### src/rtl/vgsf_pkg.sv
// Types and constants shared by the gate-scanned display frame buffer.
package vgsf_pkg;

    // Item functions
    localparam logic [1:0] FUNC_PIXEL = 2'd0;
    localparam logic [1:0] FUNC_FILL  = 2'd1;
    localparam logic [1:0] FUNC_SWAP  = 2'd2;
    localparam logic [1:0] FUNC_GATE  = 2'd3;

    localparam int         GROUP_BYTES = 48;
    localparam int         GATE_COUNT  = 44;
    localparam logic [5:0] SKEW_RESET  = 6'd8;
    localparam logic [7:0] MASK_EVEN   = 8'h55;
    localparam logic [7:0] MASK_ODD    = 8'hAA;
    localparam logic [7:0] PIXEL_MSB   = 8'h80;
    localparam logic [7:0] FILL_ONES   = 8'hFF;

    // x/6 for 8-bit x as (x*171) >> 10
    localparam int DIV6_MUL   = 171;
    localparam int DIV6_SHIFT = 10;

    typedef struct packed {
        logic [1:0] func;
        logic [7:0] pixel_x;
        logic [6:0] pixel_y;
        logic       pixel_on;
    } t_in_item;

    typedef struct packed {
        logic [7:0] anode_byte;
        logic       gate_serial;
        logic [5:0] gate_number;
        logic       last_of_gate;
    } t_out_item;

    typedef struct packed {
        logic load_item;
        logic fill_init;
        logic sweep_wr;
        logic pix_rd;
        logic pix_wr;
        logic swap;
        logic gs_init;
        logic gs_reduce;
        logic gs_rd;
        logic gs_next;
        logic gs_done;
    } t_dp_cmd;

    typedef struct packed {
        logic [1:0] func;
        logic       pixel_ok;
        logic       sweep_last;
        logic       start_ge;
        logic       byte_last;
    } t_dp_stat;

endpackage

### src/rtl/vgsf_ctrl.sv
// Sequencer for the frame buffer: decodes items and steps the datapath.
module vgsf_ctrl import vgsf_pkg::*; (
    input  logic     i_clk,
    input  logic     i_rst_n,
    input  logic     i_in_valid,
    output logic     o_in_ready,
    input  logic     i_out_ready,
    output logic     o_out_valid,
    output t_dp_cmd  o_cmd,
    input  t_dp_stat i_stat
);

    localparam logic [3:0] S_CLEAR  = 4'd0;
    localparam logic [3:0] S_IDLE   = 4'd1;
    localparam logic [3:0] S_DECODE = 4'd2;
    localparam logic [3:0] S_PIX_RD = 4'd3;
    localparam logic [3:0] S_PIX_WR = 4'd4;
    localparam logic [3:0] S_FILL   = 4'd5;
    localparam logic [3:0] S_GS_MOD = 4'd6;
    localparam logic [3:0] S_GS_RD  = 4'd7;
    localparam logic [3:0] S_GS_OUT = 4'd8;

    logic [3:0] r_state;
    logic [3:0] n_state;

    // Hold state
    always_ff @(posedge i_clk) begin
        if (!i_rst_n) begin
            r_state <= S_CLEAR;
        end else begin
            r_state <= n_state;
        end
    end

    assign o_in_ready  = (r_state == S_IDLE);
    assign o_out_valid = (r_state == S_GS_OUT);

    // Decode next state and datapath commands
    always_comb begin
        n_state = r_state;
        o_cmd   = '0;
        case (r_state)
            S_CLEAR: begin
                o_cmd.sweep_wr = 1'b1;
                if (i_stat.sweep_last) begin
                    n_state = S_IDLE;
                end
            end
            S_IDLE: begin
                if (i_in_valid) begin
                    o_cmd.load_item = 1'b1;
                    n_state         = S_DECODE;
                end
            end
            S_DECODE: begin
                case (i_stat.func)
                    FUNC_PIXEL: begin
                        n_state = i_stat.pixel_ok ? S_PIX_RD : S_IDLE;
                    end
                    FUNC_FILL: begin
                        o_cmd.fill_init = 1'b1;
                        n_state         = S_FILL;
                    end
                    FUNC_SWAP: begin
                        o_cmd.swap = 1'b1;
                        n_state    = S_IDLE;
                    end
                    FUNC_GATE: begin
                        o_cmd.gs_init = 1'b1;
                        n_state       = S_GS_MOD;
                    end
                    default: begin
                        n_state = S_IDLE;
                    end
                endcase
            end
            S_PIX_RD: begin
                o_cmd.pix_rd = 1'b1;
                n_state      = S_PIX_WR;
            end
            S_PIX_WR: begin
                o_cmd.pix_wr = 1'b1;
                n_state      = S_IDLE;
            end
            S_FILL: begin
                o_cmd.sweep_wr = 1'b1;
                if (i_stat.sweep_last) begin
                    n_state = S_IDLE;
                end
            end
            S_GS_MOD: begin
                if (i_stat.start_ge) begin
                    o_cmd.gs_reduce = 1'b1;
                end else begin
                    n_state = S_GS_RD;
                end
            end
            S_GS_RD: begin
                o_cmd.gs_rd = 1'b1;
                n_state     = S_GS_OUT;
            end
            S_GS_OUT: begin
                if (i_out_ready) begin
                    if (i_stat.byte_last) begin
                        o_cmd.gs_done = 1'b1;
                        n_state       = S_IDLE;
                    end else begin
                        o_cmd.gs_next = 1'b1;
                    end
                end
            end
            default: begin
                n_state = S_IDLE;
            end
        endcase
    end

endmodule

### config.mk
export PLATFORM = sky130hd
export DESIGN_NAME = vgsf_ctrl
export DESIGN_NICKNAME = d
export VERILOG_FILES = /design/src/rtl/vgsf_pkg.sv /design/src/rtl/vgsf_ctrl.sv
export SDC_FILE = /design/constraint.sdc
export NUM_CORES = 1
export LEC_CHECK = 0
export ABC_CLOCK_PERIOD_IN_PS = 2600
export BUFFER_PORTS_ARGS = -buffer_cell sky130_fd_sc_hd__clkbuf_2
export CORE_AREA = 4 4 41 43
export CTS_CLUSTER_DIAMETER = 40
export CTS_CLUSTER_SIZE = 24
export DETAILED_ROUTE_END_ITERATION = 10
export DIE_AREA = 0 0 45 47
export SETUP_SLACK_MARGIN = 0.4
export SKIP_CTS_REPAIR_TIMING = 1
export SLEW_MARGIN = 5
export SYNTH_ARGS = -nofsm -noshare
export SYNTH_HDL_FRONTEND = slang
export SYNTH_SLANG_ARGS = --single-unit
### constraint.sdc
create_clock -name i_clk -period 2.6 [get_ports i_clk]
set_input_delay 0.13 -clock i_clk [delete_from_list [all_inputs] [get_ports i_clk]]
set_output_delay 0.13 -clock i_clk [all_outputs]
set_load 0.005 [all_outputs]
======== Word-level counts from Yosys, hierarchy flattened ========
Index checks and enable logic that the tools add are counted.
storage, ports and cells
  bits of input ports ..................... 10
  output and inout port bits .............. 13
  flip-flop bits (word level) ............. 4
  logic and storage cells ................. 46
cells by class
  reduce and logical (&&, ||, !) cells .... 4
  equality and inequality tests ........... 16
  multiplexer cells ....................... 25
operator list
  operator              count
  $pmux W4 S7           1
  $mux W4               5
  $eq A4 B3 Y1 const B  4
  $pmux W4 S4           1
  $mux W1               14
  $eq A4 B2 Y1 const B  2
  $mux W2               4
  $ne A2 B2 Y1 const B  3
  $reduce_and A5 Y1     1
  $eq A2 B2 Y1 const B  2
  $eq A4 B1 Y1 const B  1
  $eq A4 B4 Y1 const B  1
  $logic_not A4 Y1      1
  $ne A2 B1 Y1 const B  2
  $eq A2 B1 Y1 const B  1
  $logic_not A2 Y1      1
  $reduce_or A2 Y1      1

======== Logic depth before layout (Yosys ltp) ========
Gate-level depths: netlist of the first run.
  word-level depth ........................ 4
  mapped depth ............................ 5
  depth with buffers taken out ............ 4

======== Worst setup path after synthesis of the first run ========
OpenSTA, ideal clock, no wires.
  kind .................................... register to register
  start ................................... register r_state[1]
  end ..................................... register r_state[2]
  required time ........................... 2.481 ns
  stages on the path, launching flop included .. 5
  arrival time ............................ 1.295 ns
  setup slack ............................. 1.186 ns
  setup time .............................. 0.119 ns
  path through ............................ dfxtp_1 > or4b_4 > a31oi_1 > nor3b_1 > o221a_1
on the way
  cells in the longest elaborated chain, start to end .. 4
RTL lines
  element                                                  line             source
  from (decl)                                              vgsf_ctrl.sv:23  logic [3:0] r_state;
  from (signal assigned)                                   vgsf_ctrl.sv:31  r_state <= n_state;
  $eq A4 B3 Y1 / $logic_not A4 Y1 (equally long branches)  vgsf_ctrl.sv:42  case (r_state)
  $reduce_or A2 Y1 (no source line)                        --
  $ne A2 B1 Y1 (no source line)                            --
  $reduce_and A5 Y1 (no source line)                       --
Several ways; a longest one is shown, not always the timed one.
A chain may end at the register's enable or synchronous reset.

==> run_results.csv, run 1 <==
group,metric,value,unit
worst_setup_path,path_max_fanout,12,
min_path,hold_start,"i_rst_n",
place,numPlacedInstances,92,
finish,layout-drive-gt1-share,37.5,%
floorplan,io_pins,23,
sta,maxSlewHeadroom,67.8,%
floorplan,fp.coreArea,1300,um2
floorplan,start_util,33.5,%
logic_synthesis,synth_top_area_share,18.4,%
global_route,grt_usage,11.6,%
clocking,cts-root-buf,"clkbuf_4",
finish,final_util,43.6,%
clocking,cts_tree,"built",
route,drtPass1Iterations,2,
logic_synthesis,ys_seq_area_share,18.4,%
worst_setup_path,r2r_cells,4,
route,first_iter_violations,3,
route,vias,491,
finish,nets,92,
floorplan,die-area,2120,um2
worst_setup_path,crit_type,"reg2out",
logic_synthesis,avgSynthCellArea,7.38,um2
worst_setup_path,reg2reg_setup_slack,0.89,ns
finish,finalNonFillerCells,95,
finish,regMostFlops,"r_state",
sta,fmax,572,MHz
worst_setup_path,crit_arrival,1.62,ns
clocking,clkSinkCount,4,
logic_synthesis,synth_area_leaders,"dfxtp_1 (18%), nor3b_1 (10%), nand2_1 (5.2%), buf_2 (4.6%), and2_1 (4.3%)",
finish,area_growth,30.2,%
power,peakVddDrop,495,uV
floorplan,die_w,45,um
route,via_per_inst,5.17,
finish,fill_cells,149,
min_path,hold_class,"in2reg",
sta,max_slew.worst_pin.slew,0.483,ns
clocking,cts_buffers,3,
clocking,clk_latency,0.23,ns
clocking,htree_levels,1,
job,timing.max_cap.violations,0,
clocking,clkTransAtPathRegs,0.04,ns
sta,slew_viol_final,0,
route,drc,0,
global_route,globalRouteOverflowTotal,0,
route,ant_nets,0,
route,wl_per_cell,11.6,um
logic_synthesis,synthCells,59,
place,routabilityCongestion,0.827,
min_path,worstHoldEndpoint,"r_state[1]$_SDFFE_PN0P_",
finish,finalInstanceArea,567,um2
clocking,clock_path_buffers,2,
finish,mostFrequentLayoutCells,"clkbuf_2 (22), nand2_1 (6), nor3b_1 (6), nor2_1 (4), dfxtp_1 (4)",
logic_synthesis,syn_nets,69,
sta,finalHoldViolations,0,
global_route,grt_pass1_vias,419,
sta,setup_tns,0,ns
sta,setup_viol,0,
finish,largest_reg_flops,4,
worst_setup_path,endpoint_kind,"output pin",
sta,skew,0.00403,ns
worst_setup_path,r2r_end,"r_state[2]$_SDFFE_PN0P_",
global_route,antenna_found_initial,0,
power,power_density,846,nW/um2
place,numPortBuffers,22,
min_path,hold_depth,2,
floorplan,dieHeight,47,um
logic_synthesis,synth_top_area_cell,"dfxtp_1",
worst_setup_path,reg2reg_from,"r_state[0]$_SDFFE_PN0P_",
run_status,status,"finished clean",
finish,reg_top3,"r_state x4",
floorplan,rows,13,
sta,period_needed,1.75,ns
power,p_leak,0.262,nW
sta,post-route-period-util,67.3,%
logic_synthesis,yosysWarnings,0,
worst_setup_path,required,2.47,ns
route,totalWireLength,1100,um
worst_setup_path,crit_path_start_kind,"flop",
sta,rsz0062_at_grt,"false",
place,placed_area,544,um2
global_route,grt_pass1_wl,1820,um
logic_synthesis,syn_area,435,um2
global_route,grt_max_degree,16,
logic_synthesis,ys_ff_latch,4,
finish,layout_commonest_cell,"clkbuf_2",
logic_synthesis,ys_types,31,
finish,antenna_cells,0,
place,place_hpwl,873,um
-- logic make-up after synthesis --
kind of cell | Yosys count | synth area share, %
AO/OA/AOI/OAI | 13 | 23.9
flip-flops | 4 | 18.4
buffers and inverters | 6 | 6.32
XOR/XNOR | 1 | 2.01
AND/OR/NAND/NOR | 35 | 49.4
-- layer usage --
layer	part of all wire [%]	up-vias	track usage, %
met5	0	-	0
met4	0	0	6.43
met3	4.4	0	2.68
met2	48	8	15.5
met1	47	217	16.9
li1	-	266	-
-- Yosys cell counts --
library cell  count
o221a_1           1
nand4b_1          1
xor2_1            1
and3_1            2
nor3b_1           6
a32oi_1           1
nor2_1            4
or4b_4            1
a21oi_2           1
o21ai_0           2
a31oi_1           1
a31o_1            1
nand3_1           1
nor4_1            2
or2_2             1
a2111oi_0         1
nand2b_1          1
nor2b_1           2
inv_1             2
dfxtp_1           4
nand4_1           1
and2_1            3
o311a_1           1
o21a_1            2
a21boi_1          1
or4_4             1
nand2_1           6
buf_2             4
nor3_1            2
a31o_2            1
and4_1            1
-- critical path, cell delays in order (launching register included) --
cell and delay, ns:
dfxtp_1 0.52, inv_1 0.14, nor4_1 0.42, and3_1 0.21, clkbuf_2 0.11
-- report_power, final --
| part | total, mW | switching [mW] | internal (mW) |
|---|---|---|---|
| sequential | 0.148 | 0.0666 | 0.0816 |
| combinational | 0.259 | 0.119 | 0.140 |
| clock | 0.0726 | 0.0212 | 0.0513 |
-- layout make-up --
| type | instances | area, um2 | share of cell area, % |
|---|---|---|---|
| flip-flops and latches | 4 | 80.1 | 14.1 |
| inverters | 2 | 7.51 | 1.32 |
| clock buffers | 3 | 22.5 | 3.97 |
| repair buffers | 22 | 110 | 19.4 |
| multi-input cells | 49 | 328 | 57.8 |
| well taps | 15 | 18.8 | 3.31 |
-- worst max-delay path by stage --
stage                                  from                      end  slack, ns  cells past startpoint
global route        r_state[3]$_SDFFE_PN0P_                 o_cmd[1]       0.67                      5
global placement    r_state[0]$_SDFFE_PN0P_  r_state[2]$_SDFFE_PN0P_       0.95                      4
CTS                 r_state[3]$_SDFFE_PN0P_                 o_cmd[0]       0.82                      4
detailed placement  r_state[0]$_SDFFE_PN0P_  r_state[2]$_SDFFE_PN0P_       0.90                      4
floorplan           r_state[1]$_SDFFE_PN0P_  r_state[2]$_SDFFE_PN0P_       1.19                      4
finish              r_state[3]$_SDFFE_PN0P_                 o_cmd[0]       0.85                      4
-- per-stage QoR --
step	power (mW)	worst slack [ns]	hold WS, ns
finish	0.480	0.850	0.155
global route	0.531	0.674	0.159
CTS	0.485	0.825	0.153
detailed placement	0.406	0.903	0.390
global placement	0.409	0.949	0.393
floorplan	0.331	1.19	0.248
No activity file was read; power rests on OpenSTA's default activity.
==> run 2: changes to the inputs <==
--- a/config.mk
+++ b/config.mk
@@ -5,7 +5,7 @@
 export SDC_FILE = /design/constraint.sdc
 export NUM_CORES = 1
 export LEC_CHECK = 0
-export ABC_CLOCK_PERIOD_IN_PS = 2600
+export ABC_CLOCK_PERIOD_IN_PS = 1700
 export BUFFER_PORTS_ARGS = -buffer_cell sky130_fd_sc_hd__clkbuf_2
 export CORE_AREA = 4 4 41 43
 export CTS_CLUSTER_DIAMETER = 40
==> constraint.sdc (replaced) <==
create_clock -name i_clk -period 1.7 [get_ports i_clk]
set_input_delay 0.085 -clock i_clk [delete_from_list [all_inputs] [get_ports i_clk]]
set_output_delay 0.085 -clock i_clk [all_outputs]
set_load 0.005 [all_outputs]
==> run 2 against run 1 <==
  * Cell count is 9.5% higher
  * Clock power is 57% higher
  * Total power is 100% higher
  * Critical path depth stayed put
  * Utilization is 11 points higher
  * First-iteration DRC count grew to 3.3 times the previous value
  * Global-route usage is 0.56 points higher
  * Clock-buffer cell count stayed put
  * Sequential share of layout area is 1.2 points lower
  * Sequential power is 34% higher
  * Worst setup slack worse by 0.65 ns
  * Die area stayed put
==> run_results.csv, run 2 (synthesis results as in run 1) <==
group,metric,value,unit
route,first_iter_violations,10,
global_route,antenna_found_initial,0,
place,numPlacedInstances,95,
global_route,grt_max_degree,14,
clocking,cts-root-buf,"clkbuf_4",
sta,maxSlewHeadroom,61.6,%
route,via_per_inst,5.60,
job,timing.max_cap.violations,0,
power,internal_power,0.562,mW
finish,reg_top3,"r_state x4",
global_route,grt_pass1_vias,448,
finish,largest_reg_flops,4,
route,met2_length,791,um
finish,layout_commonest_cell,"clkbuf_2",
route,drc,0,
clocking,clkTransAtPathRegs,0.03,ns
floorplan,fp.coreArea,1300,um2
power,combPwrFrac,67.9,%
place,place_hpwl,942,um
power,seq_power_share,20.4,%
clocking,htree_levels,1,
route,wl_per_cell,14.7,um
finish,fill_cells,126,
worst_setup_path,crit_path_start_kind,"flop",
finish,multi_input_area,392,um2
clocking,cts_tree,"built",
sta,fmax,667,MHz
route,vias,582,
sta,finalHoldViolations,0,
floorplan,rows,13,
worst_setup_path,crit_arrival,1.62,ns
sta,max_slew.worst_pin.slew,0.562,ns
route,totalWireLength,1530,um
clocking,cts_buffers,3,
floorplan,die-area,2120,um2
route,met1_length,603,um
route,drtPass1Iterations,4,
sta,period_needed,1.50,ns
floorplan,die_w,45,um
sta,setup_tns,0,ns
finish,area_growth,64.4,%
clocking,clock_path_buffers,2,
route,ant_nets,0,
power,peakVddDrop,900,uV
finish,regMostFlops,"r_state",
global_route,grt_pass1_wl,1850,um
sta,skew,0.000924,ns
power,switching_power,0.416,mW
min_path,hold_class,"in2reg",
clocking,clk_latency,0.23,ns
sta,slew_viol_final,0,
sta,setup_viol,0,
finish,finalNonFillerCells,104,
finish,nets,101,
worst_setup_path,endpoint_kind,"flop",
place,routabilityCongestion,0.838,
global_route,globalRouteOverflowTotal,0,
finish,mostFrequentLayoutCells,"clkbuf_2 (21), buf_4 (6), nand2_1 (5)",
power,pwr-share-clk,11.7,%
worst_setup_path,required,1.82,ns
place,numPortBuffers,22,
finish,layout-drive-gt1-share,58.4,%
power,power_density,1370,nW/um2
floorplan,dieHeight,47,um
power,p_sw_share,42.5,%
worst_setup_path,crit_type,"reg2reg",
worst_setup_path,path_max_fanout,4,
power,power,0.978,mW
finish,regArea,92.6,um2
floorplan,start_util,33.5,%
sta,rsz0062_at_grt,"true",
clocking,clkSinkCount,4,
power,p_leak,0.327,nW
sta,post-route-period-util,88.3,%
floorplan,io_pins,23,
run_status,status,"finished clean",
route,highest_layer,"met4",
sta,holdWs,0.102,ns
route,wl_met3,118,um
global_route,grt_usage,12.2,%
finish,antenna_cells,0,
-- run 2: worst paths after layout --
kind	start	endpoint	slack [ns]	cells past startpoint
max	r_state[2]$_SDFFE_PN0P_	r_state[2]$_SDFFE_PN0P_	0.20	4
min	i_rst_n	r_state[0]$_SDFFE_PN0P_	0.10	2
max reg2reg	r_state[2]$_SDFFE_PN0P_	r_state[2]$_SDFFE_PN0P_	0.20	4
min reg2reg	r_state[3]$_SDFFE_PN0P_	r_state[3]$_SDFFE_PN0P_	0.69	3
-- run 2: final cells by class --
| type | count | share of cell area, % |
|---|---|---|
| inverters | 2 | 1.05 |
| repair buffers | 31 | 25.5 |
| multi-input cells | 49 | 54.7 |
| well taps | 15 | 2.62 |
| flip-flops and latches | 4 | 12.9 |
| clock buffers | 3 | 3.15 |
-- run 2: power groups by stage --
| stage | Clock, mW | Sequential, mW | Combinational, mW |
|---|---|---|---|
| 2_1_floorplan | 0 | 0.158 | 0.355 |
| 3_3_place_gp | 0 | 0.192 | 0.475 |
| 3_5_place_dp | 0 | 0.190 | 0.474 |
| 4_1_cts | 0.123 | 0.190 | 0.475 |
| 5_1_grt | 0.132 | 0.207 | 0.718 |
| 6_report | 0.114 | 0.199 | 0.664 |
-- run 2: metrics by stage --
stage                     setup slack [ns]  utilization (%)  instance area [um2]
after floorplan                      0.311                -                  438
after global placement               0.193             43.8                  569
after detailed placement             0.207             43.8                  569
after CTS                            0.103             45.5                  592
after global routing                 0.152             55.0                  716
final                                0.200             55.0                  716
-- run 2: critical path, stage by stage, from the launching register on --
cell	delay [ns]
dfxtp_4	0.35
or4b_4	0.56
a31oi_2	0.18
nor3b_2	0.06
o221a_1	0.23
-- run 2: metal layers --
metal  vias to the layer above  GRT usage (%)
met3                         2           2.68
met5                         -              0
met4                         0           8.77
li1                        284              -
met1                       271           15.3
met2                        25           18.4
==> run 3: changes to the inputs <==
--- a/config.mk
+++ b/config.mk
@@ -12,7 +12,8 @@
 export CTS_CLUSTER_SIZE = 24
 export DETAILED_ROUTE_END_ITERATION = 10
 export DIE_AREA = 0 0 45 47
-export SETUP_SLACK_MARGIN = 0.4
+export PLACE_DENSITY = 0.66
+export SETUP_SLACK_MARGIN = 0.3
 export SKIP_CTS_REPAIR_TIMING = 1
 export SLEW_MARGIN = 5
 export SYNTH_ARGS = -nofsm -noshare
==> run 3 against run 2 <==
  * Global-route usage is 0.11 points lower
  * Cell area is 1.4% lower
  * Utilization is 0.77 points lower
  * Register-to-register slack hardly changed
  * Sequential share of layout area is 0.18 points higher
  * Clock skew is 0.0019 ns higher
  * Fmax is 0.29% higher
  * Clock-buffer cell count stayed put
  * Non-clock buffer count stayed put
==> run_results.csv, run 3 (synthesis results as in run 1) <==
group,metric,value,unit
run_status,status,"finished clean",
route,ant_nets,0,
worst_setup_path,path_max_fanout,5,
route,vias,557,
worst_setup_path,cp.depth,4,
worst_setup_path,r2r_cells,4,
place,routabilityCongestion,0.870,
clocking,clock_path_buffers,2,
sta,post-route-period-util,88.0,%
route,drtPass1Iterations,4,
finish,layout_commonest_cell,"clkbuf_2",
place,numPlacedInstances,95,
finish,largest_reg_flops,4,
finish,area_growth,62.1,%
place,place_hpwl,1000,um
worst_setup_path,endpoint_kind,"flop",
route,wl_per_cell,13.6,um
sta,max_slew.worst_pin.slew,0.436,ns
clocking,clkTransAtPathRegs,0.04,ns
clocking,cts-root-buf,"clkbuf_4",
sta,holdWs,0.121,ns
floorplan,die_w,45,um
worst_setup_path,crit_chain,"or4b_4, a31oi_2, nor3b_1, o221a_1",
clocking,clkSinkCount,4,
min_path,hold_depth,2,
sta,maxSlewHeadroom,70.2,%
sta,setup_tns,0,ns
sta,period_needed,1.50,ns
floorplan,io_pins,23,
global_route,grt_pass1_vias,464,
worst_setup_path,crit_arrival,1.61,ns
floorplan,fp.coreArea,1300,um2
route,drc,0,
worst_setup_path,cp_slowest_cell,"or4b_4",
sta,skew,0.00283,ns
worst_setup_path,crit_type,"reg2reg",
floorplan,rows,13,
clocking,cts_buffers,3,
floorplan,die-area,2120,um2
finish,antenna_cells,0,
route,first_iter_violations,10,
global_route,globalRouteOverflowTotal,0,
floorplan,dieHeight,47,um
finish,nets,101,
worst_setup_path,crit_path_start_kind,"flop",
power,power,0.953,mW
finish,regMostFlops,"r_state",
power,peakVddDrop,797,uV
clocking,htree_levels,1,
job,timing.max_cap.violations,0,
global_route,grt_max_degree,16,
global_route,grt_usage,12.1,%
finish,finalNonFillerCells,104,
global_route,grt_pass1_wl,1900,um
finish,layout-drive-gt1-share,58.4,%
clocking,clk_latency,0.23,ns
clocking,cts_tree,"built",
global_route,antenna_found_initial,0,
worst_setup_path,critPathMaxStageDelay,0.57,ns
min_path,hold_class,"in2reg",
power,p_leak,0.326,nW
sta,rsz0062_at_grt,"true",
worst_setup_path,critPathBufInv,0,
route,totalWireLength,1410,um
route,via_per_inst,5.36,
finish,final_util,54.2,%
sta,fmax,669,MHz
sta,finalHoldViolations,0,
worst_setup_path,required,1.81,ns
finish,reg_top3,"r_state x4",
sta,setup_viol,0,
finish,mostFrequentLayoutCells,"clkbuf_2 (22), buf_4 (6), nand2_1 (5), nor3b_1 (4)",
floorplan,start_util,33.5,%
power,power_density,1350,nW/um2
sta,slew_viol_final,0,
worst_setup_path,path_delay_family,"simple AND/OR/NAND/NOR gates",
place,numPortBuffers,22,
run 3: changes by cell type in the layout (fill, tap and decap cells not counted), sizes merged:
cell and delta:
buf -1, clkbuf +1
run 3: stage by stage:
step	cell area, um2	setup slack (ns)
after detailed placement	568	0.151
after floorplan	437	0.311
after global routing	706	0.175
after CTS	591	0.0669
after global placement	568	0.190
final	706	0.204
run 3: final cells by class:
| cell class | count | area (um2) |
|---|---|---|
| clock buffer | 3 | 22.5 |
| fill | 132 | 596 |
| inverter | 2 | 7.51 |
| multi-input combinational | 49 | 382 |
| sequential | 4 | 92.6 |
| tap | 15 | 18.8 |
| timing repair buffer | 31 | 183 |
run 3: worst paths after layout:
| check | startpoint | end | slack [ns] |
|---|---|---|---|
| max | r_state[1]$_SDFFE_PN0P_ | r_state[2]$_SDFFE_PN0P_ | 0.20 |
| min | i_rst_n | r_state[0]$_SDFFE_PN0P_ | 0.12 |
| max reg2reg | r_state[1]$_SDFFE_PN0P_ | r_state[2]$_SDFFE_PN0P_ | 0.20 |
| min reg2reg | r_state[3]$_SDFFE_PN0P_ | r_state[0]$_SDFFE_PN0P_ | 0.57 |
run 3: where the power goes:
part | leakage [nW] | internal, mW | switching, mW
sequential | 0.0353 | 0.139 | 0.0598
combinational | 0.277 | 0.336 | 0.306
clock | 0.0138 | 0.0785 | 0.0326
run 3: routing by layer:
metal  track usage [%]  vias to the layer above  part of all wire [%]
met5                 0                        -                     0
met4              5.26                        0                  0.99
met3              2.30                        2                   5.3
met2              18.9                       18                    51
met1              16.1                      252                    43
li1                  -                      285                     -
